==> config.mk <==
export PLATFORM = sky130hd
export DESIGN_NAME = tank_pump_job_sequencer
export DESIGN_NICKNAME = d
export VERILOG_FILES = /design/src/rtl/core/tpjs_pkg.sv /design/src/rtl/core/tank_pump_job_sequencer.sv /design/src/rtl/core/tpjs_ram.sv /design/src/rtl/core/tpjs_queue.sv /design/src/rtl/core/tpjs_ctrl.sv
export SDC_FILE = /design/constraint.sdc
export NUM_CORES = 1
export LEC_CHECK = 0
export BUFFER_PORTS_ARGS = -buffer_cell sky130_fd_sc_hd__buf_2
export CAP_MARGIN = 15
export CORE_ASPECT_RATIO = 0.9
export CORE_MARGIN = 4
export CORE_UTILIZATION = 37
export DETAILED_ROUTE_END_ITERATION = 8
export GPL_ROUTABILITY_DRIVEN = 0
export HOLD_SLACK_MARGIN = 0.05
export SYNTH_ARGS = -nofsm -noshare
export SYNTH_HDL_FRONTEND = slang
export SYNTH_SLANG_ARGS = --single-unit
==> constraint.sdc <==
create_clock -name clock -period 8.23 [get_ports clock]
set_input_delay 1.646 -clock clock [delete_from_list [all_inputs] [get_ports clock]]
set_output_delay 1.646 -clock clock [all_outputs]
set_load 0.03 [all_outputs]
==> src/rtl/core/tpjs_pkg.sv <==
// Shared types and constants of the tank pump job sequencer.
// Item layouts, job queue entry, configuration bundle, queue control structs.
// No dependencies.
`default_nettype none

package tpjs_pkg;

   localparam int QUEUE_DEPTH_DEFAULT = 8;

   // action codes
   localparam logic [1:0] ACT_TICK    = 2'd0;
   localparam logic [1:0] ACT_REQUEST = 2'd1;
   localparam logic [1:0] ACT_ALARM   = 2'd2;

   // request status codes
   localparam logic [1:0] REQ_NONE     = 2'd0;
   localparam logic [1:0] REQ_ACCEPTED = 2'd1;
   localparam logic [1:0] REQ_REJECTED = 2'd2;

   // configuration register indexes
   localparam logic [1:0] CSR_MAX_DISTANCE  = 2'd0;
   localparam logic [1:0] CSR_STALL_TIMEOUT = 2'd1;
   localparam logic [1:0] CSR_MIN_CHANGE    = 2'd2;
   localparam logic [1:0] CSR_MAX_VOLUME    = 2'd3;

   localparam int CSR_DATA_W = 16;

   // reset values; max volume is 2.05 L in whole mL
   localparam logic [9:0]  MAX_DISTANCE_RST  = 10'd20;
   localparam logic [15:0] STALL_TIMEOUT_RST = 16'd5000;
   localparam logic [11:0] MIN_CHANGE_RST    = 12'd20;
   localparam logic [11:0] MAX_VOLUME_RST    = 12'd2050;

   typedef struct packed {
      logic [1:0]  action;
      logic [11:0] level_ml;
      logic [9:0]  distance_cm;
      logic [11:0] job_amount;
      logic        job_fill;
   } req_type;

   typedef struct packed {
      logic        fill_pump_on;
      logic        drain_pump_on;
      logic [2:0]  mode;
      logic [1:0]  request_status;
      logic        job_done;
      logic [3:0]  queued_jobs;
   } rsp_type;

   typedef struct packed {
      logic        fill;
      logic [11:0] amount;
   } job_type;

   localparam int JOB_W = $bits(job_type);

   typedef struct packed {
      logic [9:0]  max_distance;
      logic [15:0] stall_timeout;
      logic [11:0] min_change;
      logic [11:0] max_volume;
   } cfg_type;

   typedef struct packed {
      logic    push;
      logic    pop;
      job_type entry;
   } queue_cmd_type;

   typedef struct packed {
      logic    empty;
      logic    full;
      job_type head;
   } queue_stat_type;

endpackage

`default_nettype wire

==> src/rtl/core/tank_pump_job_sequencer.sv <==
// Tank pump job sequencer, top level.
// Input channel req_*: one item per cycle while not stalled, a tick with level and
// sensor distance, a job request, or an overflow alarm. Each accepted item
// gives exactly one result item on rsp_* with pump drives, mode, request
// status, job-done pulse and queue occupancy.
// The result is registered and appears in the cycle after the item is accepted.
// One item per cycle while req_stall is low. The job queue RAM reads the next head
// entry every cycle, and a push to that entry is forwarded around the RAM,
// so back-to-back requests and ticks do not wait.
// Stall: rsp_stall holds the result register; req_stall rises only while a
// result is waiting and the receiver stalls, so a new item is taken in the
// same cycle the old result leaves.
// Reset (synchronous): idle mode, empty queue, configuration to defaults.
// Queue RAM contents are not cleared; only written entries are ever read.
// Configuration (csr_*) is written one register per cycle; write it only while idle, the block does not enforce this.
// Uses tpjs_pkg, tpjs_queue, tpjs_ctrl.
`default_nettype none

module tank_pump_job_sequencer #(
   parameter int QUEUE_DEPTH = tpjs_pkg::QUEUE_DEPTH_DEFAULT
) (
   input  wire logic                            clock,
   input  wire logic                            reset,
   input  wire logic                            req_valid,
   output logic                                 req_stall,
   input  wire tpjs_pkg::req_type               req_data,
   output logic                                 rsp_valid,
   input  wire logic                            rsp_stall,
   output tpjs_pkg::rsp_type                    rsp_data,
   input  wire logic                            csr_write_en,
   input  wire logic [1:0]                      csr_index,
   input  wire logic [tpjs_pkg::CSR_DATA_W-1:0] csr_wdata
);

   localparam int CW = $clog2(QUEUE_DEPTH + 1);

   tpjs_pkg::cfg_type        cfg_ff;
   tpjs_pkg::queue_cmd_type  qcmd;
   tpjs_pkg::queue_stat_type qstat;
   tpjs_pkg::rsp_type        rsp_next;
   tpjs_pkg::rsp_type        rsp_data_ff;
   logic [CW-1:0]            qcount;
   logic                     accept;
   logic                     rsp_valid_ff, rsp_valid_in;

   assign req_stall    = rsp_valid_ff && rsp_stall;
   assign accept       = req_valid && !req_stall;
   assign rsp_valid_in = accept || (rsp_valid_ff && rsp_stall);

   always_ff @(posedge clock) begin
      if (reset) begin
         cfg_ff.max_distance  <= tpjs_pkg::MAX_DISTANCE_RST;
         cfg_ff.stall_timeout <= tpjs_pkg::STALL_TIMEOUT_RST;
         cfg_ff.min_change    <= tpjs_pkg::MIN_CHANGE_RST;
         cfg_ff.max_volume    <= tpjs_pkg::MAX_VOLUME_RST;
      end else if (csr_write_en) begin
         unique case (csr_index)
            tpjs_pkg::CSR_MAX_DISTANCE:  cfg_ff.max_distance  <= csr_wdata[9:0];
            tpjs_pkg::CSR_STALL_TIMEOUT: cfg_ff.stall_timeout <= csr_wdata[15:0];
            tpjs_pkg::CSR_MIN_CHANGE:    cfg_ff.min_change    <= csr_wdata[11:0];
            tpjs_pkg::CSR_MAX_VOLUME:    cfg_ff.max_volume    <= csr_wdata[11:0];
            default: begin
            end
         endcase
      end
   end

   tpjs_queue #(
      .QUEUE_DEPTH (QUEUE_DEPTH)
   ) u_queue (
      .clock (clock),
      .reset (reset),
      .cmd   (qcmd),
      .stat  (qstat),
      .count (qcount)
   );

   tpjs_ctrl #(
      .QUEUE_DEPTH (QUEUE_DEPTH)
   ) u_ctrl (
      .clock  (clock),
      .reset  (reset),
      .accept (accept),
      .req    (req_data),
      .cfg    (cfg_ff),
      .qstat  (qstat),
      .qcount (qcount),
      .qcmd   (qcmd),
      .rsp    (rsp_next)
   );

   always_ff @(posedge clock) begin
      if (reset) begin
         rsp_valid_ff <= 1'b0;
      end else begin
         rsp_valid_ff <= rsp_valid_in;
      end
      if (accept) begin
         rsp_data_ff <= rsp_next;
      end
   end

   assign rsp_valid = rsp_valid_ff;
   assign rsp_data  = rsp_data_ff;

endmodule

`default_nettype wire

==> src/rtl/core/tpjs_ram.sv <==
// Generic single-write, single-read synchronous RAM with registered read data.
// No dependencies.
`default_nettype none

module tpjs_ram #(
   parameter int WIDTH = 13,
   parameter int DEPTH = 8
) (
   input  wire logic                                   clock,
   input  wire logic                                   wr_en,
   input  wire logic [(DEPTH > 1 ? $clog2(DEPTH) : 1)-1:0] wr_addr,
   input  wire logic [WIDTH-1:0]                       wr_data,
   input  wire logic [(DEPTH > 1 ? $clog2(DEPTH) : 1)-1:0] rd_addr,
   output logic      [WIDTH-1:0]                       rd_data
);

   logic [WIDTH-1:0] mem [DEPTH];

   always_ff @(posedge clock) begin
      if (wr_en) begin
         mem[wr_addr] <= wr_data;
      end
      rd_data <= mem[rd_addr];
   end

endmodule

`default_nettype wire

==> src/rtl/core/tpjs_queue.sv <==
// Job queue: head pointer and fill count around one RAM, with write-to-read
// forwarding so the head entry is valid every cycle. Uses tpjs_pkg, tpjs_ram.
`default_nettype none

module tpjs_queue #(
   parameter int QUEUE_DEPTH = tpjs_pkg::QUEUE_DEPTH_DEFAULT
) (
   input  wire logic                             clock,
   input  wire logic                             reset,
   input  wire tpjs_pkg::queue_cmd_type          cmd,
   output tpjs_pkg::queue_stat_type              stat,
   output logic [$clog2(QUEUE_DEPTH+1)-1:0]      count
);

   localparam int PW = (QUEUE_DEPTH > 1) ? $clog2(QUEUE_DEPTH) : 1;
   localparam int CW = $clog2(QUEUE_DEPTH + 1);

   logic [PW-1:0] head_ff, head_in;
   logic [CW-1:0] count_ff, count_in;
   logic [PW:0]   tail_sum;
   logic [PW-1:0] wr_addr;
   logic [tpjs_pkg::JOB_W-1:0] rd_data;
   logic          fwd_ff, fwd_in;
   tpjs_pkg::job_type fwd_data_ff;

   always_comb begin
      tail_sum = {1'b0, head_ff} + (PW+1)'(count_ff);
      if (tail_sum >= (PW+1)'(QUEUE_DEPTH)) begin
         tail_sum = tail_sum - (PW+1)'(QUEUE_DEPTH);
      end
      wr_addr = tail_sum[PW-1:0];

      head_in = head_ff;
      if (cmd.pop) begin
         if (head_ff == PW'(QUEUE_DEPTH - 1)) begin
            head_in = '0;
         end else begin
            head_in = head_ff + 1'b1;
         end
      end
      count_in = count_ff + CW'(cmd.push) - CW'(cmd.pop);
      // a write landing on the entry being read this cycle bypasses the RAM
      fwd_in = cmd.push && (wr_addr == head_in);
   end

   tpjs_ram #(
      .WIDTH (tpjs_pkg::JOB_W),
      .DEPTH (QUEUE_DEPTH)
   ) u_ram (
      .clock   (clock),
      .wr_en   (cmd.push),
      .wr_addr (wr_addr),
      .wr_data (cmd.entry),
      .rd_addr (head_in),
      .rd_data (rd_data)
   );

   always_ff @(posedge clock) begin
      if (reset) begin
         head_ff  <= '0;
         count_ff <= '0;
         fwd_ff   <= 1'b0;
      end else begin
         head_ff  <= head_in;
         count_ff <= count_in;
         fwd_ff   <= fwd_in;
      end
      fwd_data_ff <= cmd.entry;
   end

   assign stat.empty = (count_ff == '0);
   assign stat.full  = (count_ff >= CW'(QUEUE_DEPTH));
   assign stat.head  = fwd_ff ? fwd_data_ff : tpjs_pkg::job_type'(rd_data);
   assign count      = count_ff;

endmodule

`default_nettype wire

==> src/rtl/core/tpjs_ctrl.sv <==
// Pump controller: mode state, projected volume, target and stall check.
// Issues queue push/pop and forms the result item. Uses tpjs_pkg.
`default_nettype none

module tpjs_ctrl #(
   parameter int QUEUE_DEPTH = tpjs_pkg::QUEUE_DEPTH_DEFAULT
) (
   input  wire logic                             clock,
   input  wire logic                             reset,
   input  wire logic                             accept,
   input  wire tpjs_pkg::req_type                req,
   input  wire tpjs_pkg::cfg_type                cfg,
   input  wire tpjs_pkg::queue_stat_type         qstat,
   input  wire logic [$clog2(QUEUE_DEPTH+1)-1:0] qcount,
   output tpjs_pkg::queue_cmd_type               qcmd,
   output tpjs_pkg::rsp_type                     rsp
);

   localparam int CW = $clog2(QUEUE_DEPTH + 1);

   typedef enum logic [2:0] {
      MODE_IDLE  = 3'd0,
      MODE_EXEC  = 3'd1,
      MODE_ERROR = 3'd2,
      MODE_EMERG = 3'd3,
      MODE_MAINT = 3'd4
   } mode_type;

   mode_type           mode_ff, mode_in;
   logic [11:0]        proj_ff, proj_in;
   logic               synced_ff, synced_in;
   logic signed [13:0] target_ff, target_in;
   logic [11:0]        check_ff, check_in;
   logic [15:0]        timer_ff, timer_in;

   logic signed [13:0] level_s, amount_s, proj_s, maxv_s;
   logic [11:0]        diff;
   logic               reached;
   logic               done;
   logic [1:0]         status;
   logic [CW-1:0]      count_next;

   always_comb begin
      mode_in   = mode_ff;
      proj_in   = proj_ff;
      synced_in = synced_ff;
      target_in = target_ff;
      check_in  = check_ff;
      timer_in  = timer_ff;
      qcmd      = '0;
      done      = 1'b0;
      status    = tpjs_pkg::REQ_NONE;

      level_s  = $signed({2'b00, req.level_ml});
      amount_s = $signed({2'b00, req.job_amount});
      maxv_s   = $signed({2'b00, cfg.max_volume});
      proj_s   = req.job_fill ? $signed({2'b00, proj_ff}) + amount_s
                              : $signed({2'b00, proj_ff}) - amount_s;
      diff     = (req.level_ml >= check_ff) ? req.level_ml - check_ff
                                            : check_ff - req.level_ml;
      reached  = qstat.head.fill ? (level_s >= target_ff) : (level_s <= target_ff);

      qcmd.entry.fill   = req.job_fill;
      qcmd.entry.amount = req.job_amount;

      if (accept) begin
         unique case (req.action)
            tpjs_pkg::ACT_TICK: begin
               if (!synced_ff) begin
                  proj_in   = req.level_ml;
                  synced_in = 1'b1;
               end
               if (req.distance_cm > cfg.max_distance) begin
                  if (mode_in != MODE_MAINT && mode_in != MODE_EMERG) begin
                     mode_in = MODE_MAINT;
                  end
               end else if (mode_in == MODE_MAINT) begin
                  mode_in = MODE_IDLE;
               end

               if (mode_in == MODE_IDLE) begin
                  if (!qstat.empty) begin
                     check_in  = req.level_ml;
                     target_in = qstat.head.fill
                                 ? level_s + $signed({2'b00, qstat.head.amount})
                                 : level_s - $signed({2'b00, qstat.head.amount});
                     timer_in  = '0;
                     mode_in   = MODE_EXEC;
                  end
               end else if (mode_in == MODE_EXEC) begin
                  if (reached) begin
                     qcmd.pop = 1'b1;
                     done     = 1'b1;
                     mode_in  = MODE_IDLE;
                  end
                  // stall check runs even on the tick that retires the job
                  if (timer_ff >= cfg.stall_timeout) begin
                     if (diff < cfg.min_change) begin
                        mode_in = MODE_ERROR;
                     end else begin
                        timer_in = '0;
                        check_in = req.level_ml;
                     end
                  end else begin
                     timer_in = timer_ff + 16'd1;
                  end
               end
            end
            tpjs_pkg::ACT_REQUEST: begin
               if ((mode_ff == MODE_IDLE || mode_ff == MODE_EXEC) && !qstat.full
                   && !proj_s[13] && proj_s <= maxv_s) begin
                  qcmd.push = 1'b1;
                  proj_in   = proj_s[11:0];
                  status    = tpjs_pkg::REQ_ACCEPTED;
               end else begin
                  status    = tpjs_pkg::REQ_REJECTED;
               end
            end
            tpjs_pkg::ACT_ALARM: begin
               mode_in = MODE_EMERG;
            end
            default: begin
            end
         endcase
      end

      count_next = qcount + CW'(qcmd.push) - CW'(qcmd.pop);

      rsp.fill_pump_on   = (mode_in == MODE_EXEC) && (count_next != '0) && qstat.head.fill;
      rsp.drain_pump_on  = (mode_in == MODE_EXEC) && (count_next != '0) && !qstat.head.fill;
      rsp.mode           = mode_in;
      rsp.request_status = status;
      rsp.job_done       = done;
      rsp.queued_jobs    = 4'(count_next);
   end

   always_ff @(posedge clock) begin
      if (reset) begin
         mode_ff   <= MODE_IDLE;
         proj_ff   <= '0;
         synced_ff <= 1'b0;
         target_ff <= '0;
         check_ff  <= '0;
         timer_ff  <= '0;
      end else begin
         mode_ff   <= mode_in;
         proj_ff   <= proj_in;
         synced_ff <= synced_in;
         target_ff <= target_in;
         check_ff  <= check_in;
         timer_ff  <= timer_in;
      end
   end

endmodule

`default_nettype wire
After elaboration in Yosys (flattened, before gate mapping). Memory sizes are Yosys's and may differ from the RTL's. A register that Yosys moved wholly into a read port is not among the register bits. Index checks and enable logic that the tools add are counted.

Bits in registers: 142. RAM bits: 104. Input port bits: 60. Output and inout bits: 14. Word-level logic and storage cells: 141. Memories: 1.

Memory list: u_queue.u_ram.mem (depth 8, bits a word 13, read ports 1, clocked after Yosys merged registers in 1, wr ports 1, line tpjs_ram.sv:17) `logic [WIDTH-1:0] mem [DEPTH];`.

Add/sub/neg operators: 12. $lt $le $gt $ge: 9. Eq/ne operators: 18. Mux-type cells: 44. Bitwise logic cells: 1. Reductions and logical operators: 34.

Operators with widths (number): 2-to-1 mux 12 bit (8); 2-to-1 mux 16 bit (5); 2-to-1 mux 3 bit (15); 2-to-1 mux 14 bit (2); adder 12 x 12 -> 13 bit (2); subtractor 12 x 12 -> 13 bit (2); case mux 12 bit (2 select lines) (1); subtractor 12 bit (2); adder 16 x 1 -> 16 bit, second input constant (1); greater-or-equal comparator 16 bit (1); greater-or-equal comparator 13 x 14 -> 1 bit (1); <= comparator 13 x 14 -> 1 bit (1); <= comparator 14 x 13 -> 1 bit (1); 2-to-1 mux 13 bit (1); greater-or-equal comparator 12 bit (1); < comparator 12 bit (1); > comparator 10 bit (1); logical AND 1 bit (10); AND reduction 2 bit (5); equality test 3 x 1 -> 1 bit, second input constant (3); 2-to-1 mux 1 bit (9); greater-or-equal comparator 4 bit, second input constant (2); AND reduction 4 bit (2); equality test 2 bit, second input constant (3); 24 further kinds (38).

Depth between registers and ports, before layout. Gate-level depths: netlist (run 1).

Word-level depth: 16. Gate-level depth with buffers: 28.

Modules after synthesis. From an unflattened synthesis (run 1), not the netlist that was laid out.

Cells, all modules: 1522. Area total of the unflattened synthesis: 15562.4 µm².

By module, submodules not included: tpjs_ctrl (times used 1, cells each 1049, area each 7827.5 µm², sequential area each 1161.1 µm²); tpjs_ram (times used 1, cells each 176, area each 4315.4 µm², sequential area each 3383.2 µm²); tank_pump_job_sequencer (times used 1, cells each 210, area each 2431.1 µm², sequential area each 1381.3 µm²); tpjs_queue (times used 1, cells each 87, area each 988.4 µm², sequential area each 420.4 µm²).

Worst setup path after synthesis (run 1). Ideal clock, no wire load.

Kind: input to register. From: input port req_data[5] (netlist bit). To: register rsp_data_ff, in the netlist rsp_data[11], data pin. Data arrival time: 6.311 ns. Slack: 1.648 ns. Stages: 25. Path buffers: 1. Cells stage by stage: inv_1 > ha_1 > and2_1 > o21a_1 > a311o_1 > a21o_1 > a211oi_1 > a21oi_1 > xnor2_1 > ha_1 > nor2b_1 > o21ai_0 > nand3b_1 > o21ai_0 > nand4_1 > or4_1 > clkbuf_1 > ha_1 > inv_1 > ha_1 > fa_1 > xnor2_1 > inv_1 > o41ai_1 > nor4_1.

RTL lines: start: declaration (line tank_pump_job_sequencer.sv:26) `input wire tpjs_pkg::req_type req_data,`; end signal: assignment (line tank_pump_job_sequencer.sv:99) `rsp_data_ff <= rsp_next;`; end: declaration (line tank_pump_job_sequencer.sv:41) `tpjs_pkg::rsp_type rsp_data_ff;`.

==> results of run 1 <==
==> power breakdown <==
group | switching [mW] | internal (mW) | leakage (nW)
combinational | 0.244 | 0.149 | 3.93
clock | 0.530 | 0.780 | 0.460
sequential | 0.0139 | 1.37 | 2.22
total | 0.788 | 2.30 | 6.62
==> path summary, 6_finish.rpt <==
check	start	endpoint	slack, ps	depth (start not counted)
setup reg to reg	u_ctrl.proj_ff[4]$_SDFFE_PP0P_	rsp_data[11]$_DFFE_PP_	2140	23
hold reg to reg	u_ctrl.target_ff[7]$_SDFFE_PP0P_	u_ctrl.target_ff[7]$_SDFFE_PP0P_	450	2
setup / recovery	req_data[5]	rsp_data[11]$_DFFE_PP_	1110	25
hold / removal	u_ctrl.target_ff[7]$_SDFFE_PP0P_	u_ctrl.target_ff[7]$_SDFFE_PP0P_	450	2
==> flip-flops by register name, summed over array words and instances, names as in the netlist <==
| signal | flops |
|---|---|
| u_ctrl.mode_ff | 3 |
| u_queue.fwd_data_ff | 13 |
| u_queue.head_ff | 3 |
| u_ctrl.timer_ff | 16 |
| u_ctrl.synced_ff | 1 |
| rsp_data | 12 |
| u_queue.count | 4 |
| rsp_valid | 1 |
| u_ctrl.check_ff | 12 |
| u_queue.u_ram.rd_data | 13 |
| u_ctrl.proj_ff | 12 |
| cfg_ff | 50 |
| u_ctrl.target_ff | 14 |
| u_queue.fwd_ff | 1 |
| u_queue.u_ram.mem | 104 |
==> cells in the mapped netlist, drive strengths merged (13+ instances only) <==
master / number / share of area, %
ha: 142 / 12
a221oi: 16 / 1.4
edfxtp: 116 / 24
xor2: 23 / 1.4
mux2i: 61 / 4.3
nor3: 22 / 0.76
clkbuf: 44 / 1.1
o22ai: 13 / 0.56
nor2: 108 / 2.8
buf: 20 / 0.77
dfxtp: 143 / 20
nand4: 18 / 0.77
nor2b: 24 / 1.0
mux2: 30 / 2.3
a21oi: 129 / 4.4
inv: 152 / 3.9
a21o: 36 / 1.9
nand2: 143 / 3.7
xnor2: 22 / 1.3
and3: 16 / 0.69
o211ai: 25 / 1.3
o21ai: 42 / 1.4
==> routing by layer <==
| layer | up-vias | global-route usage, % | part of all wire [%] |
|---|---|---|---|
| met5 | - | 0 | 0.034 |
| met4 | 2 | 3.11 | 1.9 |
| met3 | 46 | 2.20 | 4.7 |
| met2 | 234 | 26.2 | 45 |
| met1 | 5114 | 23.8 | 49 |
| li1 | 5411 | - | - |
==> placed cells by master, fill, tap and decap left out, types with 18 or more instances in the layout <==
| master | netlist | final |
|---|---|---|
| o21ai_0 | 34 | 33 |
| nand4_1 | 18 | 18 |
| xor2_1 | 23 | 23 |
| a21oi_1 | 129 | 129 |
| a21o_1 | 36 | 36 |
| xnor2_1 | 22 | 22 |
| nor3_1 | 22 | 18 |
| nor2_1 | 108 | 108 |
| inv_1 | 150 | 150 |
| mux2i_1 | 60 | 60 |
| clkbuf_16 | 0 | 30 |
| edfxtp_1 | 116 | 116 |
| nor2b_1 | 24 | 24 |
| ha_1 | 142 | 142 |
| o211ai_1 | 25 | 25 |
| buf_2 | 3 | 73 |
| dfxtp_1 | 143 | 143 |
| nand2_1 | 143 | 143 |
==> kinds of logic after synthesis <==
| family | Yosys count | share of synthesized area, % |
|---|---|---|
| and+or+nand+nor | 399 | 12.8 |
| buffers and inverters | 216 | 5.82 |
| adders and majority gates | 150 | 13.3 |
| xor gates and xnor gates | 45 | 2.70 |
| DFF | 259 | 43.5 |
| AOI/OAI and AO/OA | 338 | 15.2 |
| muxes | 91 | 6.59 |
==> stage by stage <==
stage	setup slack [ps]	hold slack, ps	power [mW]	instances
floorplan	1650	432	1.68	1498
global placement	808	440	1.79	2049
detailed placement	615	445	1.80	2049
CTS	1170	453	3.12	2103
global route	745	467	3.22	2103
finish	1110	452	3.09	2103
==> worst max-delay path: stages <==
cell and delay, ps:
buf_2 190, inv_1 70, ha_1 400, and2_1 210, o21a_1 170, a311o_1 370
a21o_1 190, a211oi_1 240, a21oi_1 80, xnor2_1 270, ha_1 290, nor2b_1 130
o21ai_0 140, nand3b_1 90, o21ai_0 310, nand4_1 200, or4_1 620, ha_1 330
inv_1 40, ha_1 200, fa_1 380, xnor2_1 210, inv_1 80, o41ai_1 410
nor4_1 90
==> final cells by class <==
type                            count  area, um^2
Fill cell                        3802       22100
Multi-Input combinational cell   1023        7440
Sequential cell                   259        6350
Clock buffer                       36         793
Tap cell                          525         657
Inverter                          152         571
Timing Repair Buffer               90         493
Clock inverter                     18         186
==> summary.md, run 1 <==
In this run the worst hold path is classified as reg -> reg. The run gives 0 as the number of endpoints with negative hold slack in the final report. Main flop type after synthesis: dfxtp_1. After clock tree synthesis, the flow added hold-fix buffers numbering 0. Buffers added to address setup during post-CTS repair amount to 0.

Clock tree synthesis inserted a total of 29 buffers. The count of distinct cell types in the synthesized netlist was 70. The placed instances occupy a cell area of 15500 um^2. TritonCTS built the clock tree. From synthesis to final layout, the design area changed by 13.1%. The die span in y came out at 196 um. At the pin with the least slew margin, the transition time is 1030 ps.

The areal power density over the cells was 187 nW/um^2; the die boundary width was 217 um. Setup violations remaining at the end of the flow were counted as 0. Final core utilization: 42.7%. For the first-pass GRT wire length, the log shows 56900 um.

The run gives 74 as the number of top-level design ports. The aggregate global-route resource usage came out at 16.3%. The tools report the startpoint type of the worst setup path as an input port.

Measured against its own limit, the worst slew margin works out to 31.1%. The worst-case IR drop observed on VDD is 0.166 mV. In the final layout, the share of cells above drive strength 1 is 11.6%. The tools report the initial cell density of the core as 37.7%. After detailed routing, the total wire length is 35700 um. Setup repair after global routing left no endpoint under its margin.

The data arrival time of the critical path was 7390 ps. The tools report the maximum buffer depth of the clock tree as 3. In the synthesized netlist the async set-or-reset flop fraction comes to 0%. Input and output buffers added on the ports amount to 73. Dividing the detail-routed wire length by the instance count gives 17.0 um.

With fillers left out, the area of the finished cells amounts to 16500 um^2. The flow ran to the end, and the final reports show no timing, DRC or antenna violations. The logs give 1708 for the net count after synthesis and 0 for the final-report max-slew violation count. The routed via count divided by cell count came out at 5.14.

For this run, the detailed router's first-pass iteration total came to 5. The total overflow left after global routing is 0. Number of standard cells after synthesis: 1498.

The critical path data required time is 8500 ps. The share of the Yosys chip area taken by registers is 43.5%. The setup TNS was 0 ps; the post-layout net count was 1765. The via count of the first global-routing pass was 10371. Yosys mapped a number of flops with a built-in enable equal to 116. The tree is rooted in a clkbuf_16. The flip-flop and latch count after synthesis is 259. STA classifies the critical path endpoint as a flip-flop. Detailed routing inserted a total of 10807 vias. The worst setup path is of the in -> reg kind. Yosys printed 0 warnings. The clock drives 259 sinks.

The largest fanout of any net on the critical path is 11, and the DRC violations left is 0. Max-cap violations in this run came to 0. Row generation in the floorplan step produced 68 rows.

The number of diodes added for antenna fixing is 0, and the clock insertion delay at the later pin of the skew report is 550 ps. After clock tree synthesis, the clock-pin slew on the worst setup and hold paths is 60 ps. Entering global routing, the biggest net connects 67 pins. The count of cells resized by post-cts repair was 0; the number of antenna-violating nets in the routed design was 0. Summed over all cells, the static leakage comes to 6.62 nW. In this run the cell area of the synthesized design comes to 14600 um^2. The die outline area was 42600 um^2; the final period demand of the worst path was 7120 ps.

The core outline area came out at 38600 um^2. Number of violations reported at the end of detailed-routing iteration 0: 650. After synthesis, the mean cell area works out to 9.73 um^2. The number of levels in the clock H-tree came out at 1. The post-route clock period utilization was 86.5%; the clock skew was 18.9 ps. The run gives 3 as the number of antenna violations at the first check in global routing. The total half-perimeter wirelength after legalization and detailed placement came out at 26100 um. Based on the critical path, the design can be clocked at up to 141 MHz.
No activity file was read; power rests on OpenSTA's default activity.
==> inputs of run 2 (changes only) <==
==> constraint.sdc (replaced) <==
create_clock -name clock -period 6.2 [get_ports clock]
set_input_delay 1.24 -clock clock [delete_from_list [all_inputs] [get_ports clock]]
set_output_delay 1.24 -clock clock [all_outputs]
set_load 0.03 [all_outputs]
==> summary.md, run 2 (same netlist as run 1, synthesis figures left out) <==
The logs give 0 (unchanged) for the total setup violations reported at the end of the flow and 0 (unchanged) for the DRC violations left. Clock root buffer master: clkbuf_16 (unchanged). The total design power was 4.18 mW (was 3.09 mW); the final-report max-slew violation count was 0 (unchanged). The total net switching power was 1.08 mW (was 788 uW).

Leading cell types in the layout, fill and taps excluded: inv_1 (150), nand2_1 (143), dfxtp_1 (143) (unchanged). For the wire length after detailed routing, the log shows 38200 um (was 35700 um). For the core outline area, the log shows 38600 um^2 (unchanged). Worst hold-check path type: reg -> reg (unchanged). Count of TritonRoute iterations in the first routing pass: 5 (unchanged). The endpoint kind of the worst setup timing path was a flip-flop (unchanged). The standard-cell row count is 68 (unchanged). The die outline area was 42600 um^2 (unchanged); the worst hold-check slack was 452 ps (about the same).

The count of vias placed by the detailed router was 11194 (was 10807). The clock-pin slew reported for the worst setup and hold paths after clock tree synthesis was 60 ps (about the same). The flow ran to the end, and the final reports show no timing, DRC or antenna violations. Combined buffer and inverter count along the critical path: 7 (was 4). The via count of the first global-routing pass was 10811 (was 10371). The run gives 31.2% (was 31.1%) as the relative slew slack. The number of top-level design ports was 74 (unchanged); the cell area reported after detailed placement was 16100 um^2 (was 15500 um^2).

The tools report the number of antenna-violating nets in the routed design as 0 (unchanged). The aggregate global-route resource usage was 17.5% (was 16.3%); the number of endpoints with negative hold slack in the final report was 0 (unchanged). Transition time at the pin with the least slew margin: 1030 ps (about the same). Cell class contributing the biggest share of worst-path delay: compound AO/OA/AOI/OAI gates (unchanged).

The clock skew came out at 13.2 ps (was 18.9 ps). Largest registers: u_queue.u_ram.mem x104, cfg_ff x50, u_ctrl.timer_ff x16 (unchanged). The met1 wire length is 18800 um (was 17400 um). For the clock insertion delay at the later pin of the skew report, the log shows 560 ps (was 550 ps). The initial cell density of the core came out at 37.7% (unchanged). Highest metal layer with signal wires: met5 (unchanged). The die boundary width was 217 um (unchanged); the fraction of final layout cells with drive strength greater than 1 was 15.5% (was 11.6%). The worst path uses 96.4% of the clock period.

The fraction of power consumed by the clock network was 41.9% (was 42.4%). The largest fanout of any net on the critical path works out to 5 (was 11). The run gives 0 (unchanged) as the max-cap violation count. The die span in y is 196 um (unchanged), and the worst supply voltage drop on vdd is 0.201 mV (was 0.166 mV). The number of violations reported at the end of detailed-routing iteration 0 came out at 683 (was 650). The switching part of the total was 25.8% (was 25.5%). The logs give 1831 (was 1765) for the post-layout net count and 16800 um (was 15900 um) for the wire length on met2. Most frequent standard cell in the layout excluding fill and tap cells: inv_1 (unchanged). The run gives 29 (unchanged) as the number of buffers inserted during clock tree synthesis. For the number of fillers in the final layout, the log shows 3723 (was 3802). The tools report the total number of clock tree sinks as 259 (unchanged).

Highest-delay cell along the critical path: or4_4 (was or4_1). Timing would allow up to 167 MHz. The stage delay of the slowest cell on the critical path is 500 ps (was 620 ps).

The most numerous cell on the critical path is ha_1 (unchanged). The routed via count divided by cell count was 5.16 (was 5.14). The overall overflow remaining after global route was 0 (unchanged); the number of diodes added for antenna fixing was 0 (unchanged).

The setup slack of the critical path after layout is 221 ps (was 1110 ps). The sequential share of power was 44.0% (was 44.8%); the critical path data required time was 6480 ps (was 8500 ps). Setup repair after global routing could not meet its margin everywhere. For the number of antenna violations at the first check in global routing, the log shows 1 (was 3). The number of buffers inserted by port buffering works out to 73 (unchanged).

The logs give 14.1% (was 12.7%) for the combinational share of power and 0 ps (unchanged) for the setup TNS. TritonCTS built the clock tree. The tools report the final design instance area without fill as 17100 um^2 (was 16500 um^2). The cell leakage power was 6.98 nW (was 6.62 nW); the flip-flop count of the largest register after layout was 104 (unchanged).

The areal power density over the cells was 244 nW/um^2 (was 187 nW/um^2); the internal power summed over all cells was 3.10 mW (was 2.30 mW). The run gives -517 ps (was 615 ps) as the post-placement worst setup slack. The routed wirelength normalized by instance count works out to 17.6 um (was 17.0 um). The amount of wire on met3 after detailed routing is 1710 um (was 1670 um), and the sequential cell area is 6350 um^2 (unchanged). Total half-perimeter wirelength after legalization and detailed placement: 27500 um (was 26100 um).

Data arrival time of the critical path: 6260 ps (was 7390 ps). The growth of design area from synthesis to finish was 17.4% (was 13.1%). Classification of the worst setup path: in -> reg (unchanged). The maximum buffer depth of the clock tree was 3 (unchanged); the number of levels in the clock H-tree was 1 (unchanged).

The final period demand of the worst path works out to 5980 ps. The register with the most flip-flops was u_queue.u_ram.mem (unchanged). The pin count of the biggest net entering global routing was 79 (was 67). Area of the multi-input gates: 7480 um^2 (was 7440 um^2). The tools report the startpoint type of the worst setup path as an input port (unchanged).

The first-pass GRT wire length came out at 60000 um (was 56900 um).
-- run 2: timing repair --
item | 4_1_cts | 5_1_grt
gates resized for setup | 0 | 14
hold buffers | 0 | 0
setup buffers | 0 | 4
endpoints found under the hold margin | 0 | 0
endpoints found under the setup margin | 0 | 4
-- run 2: worst min-delay path: cells and delay by family (launching register included) --
family             cells  cell delay, ps
DFF                    1             300
and+or+nand+nor        1              50
AOI/OAI and AO/OA      1              50
-- run 2: area by class of cell --
| class | count | share of cell area (%) |
|---|---|---|
| clock buffers | 37 | 4.66 |
| clock inverters | 16 | 0.988 |
| inverters | 152 | 3.34 |
| multi-input cells | 1023 | 43.7 |
| flip-flops and latches | 259 | 37.1 |
| well taps | 525 | 3.84 |
| repair buffers | 156 | 6.36 |
-- run 2: stage by stage --
stage | instances | util, %
final | 2168 | 44.3
after floorplan | 1498 | -
after global placement | 2111 | 41.6
after global routing | 2168 | 44.3
after detailed placement | 2111 | 41.6
after CTS | 2164 | 44.1
-- run 2: worst paths after layout --
path / slack (ps) / to / startpoint / depth (start not counted)
setup reg to reg: 660 / rsp_data[10]$_DFFE_PP_ / u_ctrl.proj_ff[2]$_SDFFE_PP0P_ / 24
hold / removal: 450 / cfg_ff[38]$_SDFFE_PP0P_ / cfg_ff[38]$_SDFFE_PP0P_ / 2
setup / recovery: 220 / rsp_data[10]$_DFFE_PP_ / req_data[3] / 26
hold reg to reg: 450 / cfg_ff[38]$_SDFFE_PP0P_ / cfg_ff[38]$_SDFFE_PP0P_ / 2
-- run 2: routing by layer --
layer | vias to the layer above | GRT usage, %
met5 | - | 0
met4 | 2 | 4.43
met3 | 54 | 2.35
met2 | 225 | 27.5
met1 | 5358 | 25.7
li1 | 5555 | -
-- run 2: power by group through the flow --
stage,sequential [mW],combinational [mW],clock (mW)
after detailed placement,1.88,0.571,0
after floorplan,1.88,0.348,0
final,1.84,0.590,1.75
after CTS,1.84,0.577,1.78
after global routing,1.84,0.658,1.85
after global placement,1.87,0.562,0
==> inputs of run 3 (changes only) <==
--- a/config.mk
+++ b/config.mk
@@ -13,6 +13,7 @@
 export DETAILED_ROUTE_END_ITERATION = 8
 export GPL_ROUTABILITY_DRIVEN = 0
 export HOLD_SLACK_MARGIN = 0.05
+export MAX_ROUTING_LAYER = met4
 export SYNTH_ARGS = -nofsm -noshare
 export SYNTH_HDL_FRONTEND = slang
 export SYNTH_SLANG_ARGS = --single-unit
==> summary.md, run 3 (same netlist as run 1, synthesis figures left out) <==
The run finished with clean final reports. The cell area reported after detailed placement was 16100 um^2 (unchanged); the data arrival time of the critical path was 6220 ps (was 6260 ps). The logs give 60100 um (was 60000 um) for the first-pass GRT wire length and 0 (unchanged) for the count of hold buffers inserted by post-cts repair.

The growth of design area from synthesis to finish was 17.4% (about the same); the DRC violations left was 0 (unchanged). The clock-pin slew reported for the worst setup and hold paths after clock tree synthesis is 60 ps (about the same), and the clock insertion delay at the later pin of the skew report is 560 ps (about the same). The count of vias placed by the detailed router is 11209 (was 11194), and the post-layout net count is 1831 (unchanged).

The number of buffers inserted by port buffering was 73 (unchanged); the standard-cell row count was 68 (unchanged). Leading cell types in the layout, fill and taps excluded: inv_1 (150), nand2_1 (143), dfxtp_1 (143) (unchanged). The fraction of final layout cells with drive strength greater than 1 works out to 15.5% (unchanged). The post-route clock period utilization was 95.8% (was 96.4%); the pin count of the biggest net entering global routing was 79 (unchanged).

The cell leakage power was 6.98 nW (about the same). For the total design power, the log shows 4.18 mW (about the same). Largest registers: u_queue.u_ram.mem x104, cfg_ff x50, u_ctrl.timer_ff x16 (unchanged). The run gives 0 (unchanged) as the total setup violations reported at the end of the flow. The count of TritonRoute iterations in the first routing pass was 5 (unchanged). The final period demand of the worst path is 5940 ps (was 5980 ps). The number of antenna-violating nets in the routed design is 0 (unchanged).

The routed via count divided by cell count was 5.17 (was 5.16). The total half-perimeter wirelength after legalization and detailed placement is 27500 um (unchanged). For the overall overflow remaining after global route, the log shows 0 (unchanged). The run gives 29 (unchanged) as the number of buffers inserted during clock tree synthesis. The most frequent standard cell in the layout excluding fill and tap cells is inv_1 (unchanged). The worst supply voltage drop on vdd came out at 0.200 mV (was 0.201 mV). The clock skew was 12.7 ps (was 13.2 ps). The max-cap violation count was 0 (unchanged).

Worst hold-check path type: reg -> reg (unchanged). The post-placement worst setup slack is -517 ps (unchanged), and the number of endpoints with negative hold slack in the final report is 0 (unchanged). The wire length after detailed routing is 38200 um (about the same). For the die outline area, the log shows 42600 um^2 (unchanged). The startpoint type of the worst setup path was an input port (unchanged). The logs give 6480 ps (about the same) for the critical path data required time and 17100 um^2 (about the same) for the final design instance area without fill. The largest fanout of any net on the critical path is 3 (was 5), and the number of levels in the clock H-tree is 1 (unchanged). The number of fillers in the final layout was 3723 (unchanged). The number of antenna violations at the first check in global routing was 1 (unchanged); the final-report max-slew violation count was 0 (unchanged). The number of violations reported at the end of detailed-routing iteration 0 was 729 (was 683). The classification of the worst setup path was in -> reg (unchanged). The relative slew slack is 32.2% (was 31.2%). The tools report the aggregate global-route resource usage as 18.1% (was 17.5%). The tools report the initial cell density of the core as 37.7% (unchanged).

The maximum clock frequency was 168 MHz (was 167 MHz); the routed wirelength normalized by instance count was 17.6 um (about the same). The core outline area was 38600 um^2 (unchanged); the setup slack of the critical path after layout was 261 ps (was 221 ps). Setup repair after global routing could not meet its margin everywhere. The transition time at the pin with the least slew margin works out to 1010 ps (was 1030 ps). The endpoint kind of the worst setup timing path is a flip-flop (unchanged). The number of top-level design ports is 74 (unchanged), and the die boundary width is 217 um (unchanged). The tools report the via count of the first global-routing pass as 10800 (was 10811). Register with the most flip-flops: u_queue.u_ram.mem (unchanged).

The maximum buffer depth of the clock tree was 3 (unchanged). Clock root buffer master: clkbuf_16 (unchanged). The worst hold-check slack came out at 452 ps (about the same). TritonCTS built the clock tree. The flip-flop count of the largest register after layout is 104 (unchanged), and the total number of clock tree sinks is 259 (unchanged). The areal power density over the cells is 244 nW/um^2 (about the same). The die span in y is 196 um (unchanged).
-- run 3: cell count changes in the layout (fill, tap and decap cells not counted), sizes merged --
cell   delta
diode     +1
-- run 3: timing repair --
action / 4_1_cts / 5_1_grt
buffers inserted: 0 / 4
resized for setup: 0 / 14
setup endpoints to repair: 0 / 4
-- run 3: metrics by stage --
stage / setup TNS [ps] / instances / util [%]
6_report: 0 / 2169 / 44.3
5_1_grt: -67.8 / 2169 / 44.3
4_1_cts: 0 / 2164 / 44.1
3_5_place_dp: -1510 / 2111 / 41.6
3_3_place_gp: -1050 / 2111 / 41.6
2_1_floorplan: 0 / 1498 / -
-- run 3: where the power goes --
part           leakage (nW)  switching (mW)  total [mW]  internal [mW]
Clock                 0.464           0.717        1.75           1.03
Combinational          4.29           0.343       0.589          0.246
Sequential             2.22          0.0192        1.84           1.82
Total                  6.98            1.08        4.18           3.10
-- run 3: final timing paths --
kind | start | endpoint | slack [ps] | cells past startpoint
max | req_data[2] | rsp_data[10]$_DFFE_PP_ | 260 | 26
min | cfg_ff[38]$_SDFFE_PP0P_ | cfg_ff[38]$_SDFFE_PP0P_ | 450 | 2
max reg2reg | u_ctrl.proj_ff[0]$_SDFFE_PP0P_ | rsp_data[10]$_DFFE_PP_ | 700 | 27
min reg2reg | cfg_ff[38]$_SDFFE_PP0P_ | cfg_ff[38]$_SDFFE_PP0P_ | 450 | 2
-- run 3: cell type report --
cell class              count  area, um^2  area share, %
multi-input cells        1023        7480           43.7
clock inverters            16         169          0.987
diodes                      1        2.50         0.0146
inverters                 152         571           3.34
flip-flops and latches    259        6350           37.1
repair buffers            156        1090           6.36
well taps                 525         657           3.84
clock buffers              37         797           4.66
-- run 3: metal layers --
layer | global-route usage (%) | part of all wire [%] | wire length (um) | up-vias
li1 | - | - | - | 5553
met1 | 25.7 | 49 | 18700 | 5350
met2 | 27.5 | 44 | 16800 | 246
met3 | 2.32 | 4.7 | 1810 | 60
met4 | 4.43 | 2.4 | 935 | 0
met5 | - | 0 | 0 | -
-- run 3: critical path, stage by stage --
cell	delay (ps)
buf_2	90
inv_1	70
ha_1	310
nor2b_1	150
o2111ai_1	200
nand3b_1	150
a31o_1	230
a2111oi_2	350
a311oi_1	90
xnor2_1	280
ha_1	300
a21oi_2	170
nand3b_1	110
o21ai_2	140
buf_4	130
nand4_1	100
or4_4	500
ha_1	280
inv_1	40
ha_1	190
fa_2	360
xnor2_2	160
inv_1	90
o41ai_2	270
buf_4	150
nor4_1	40
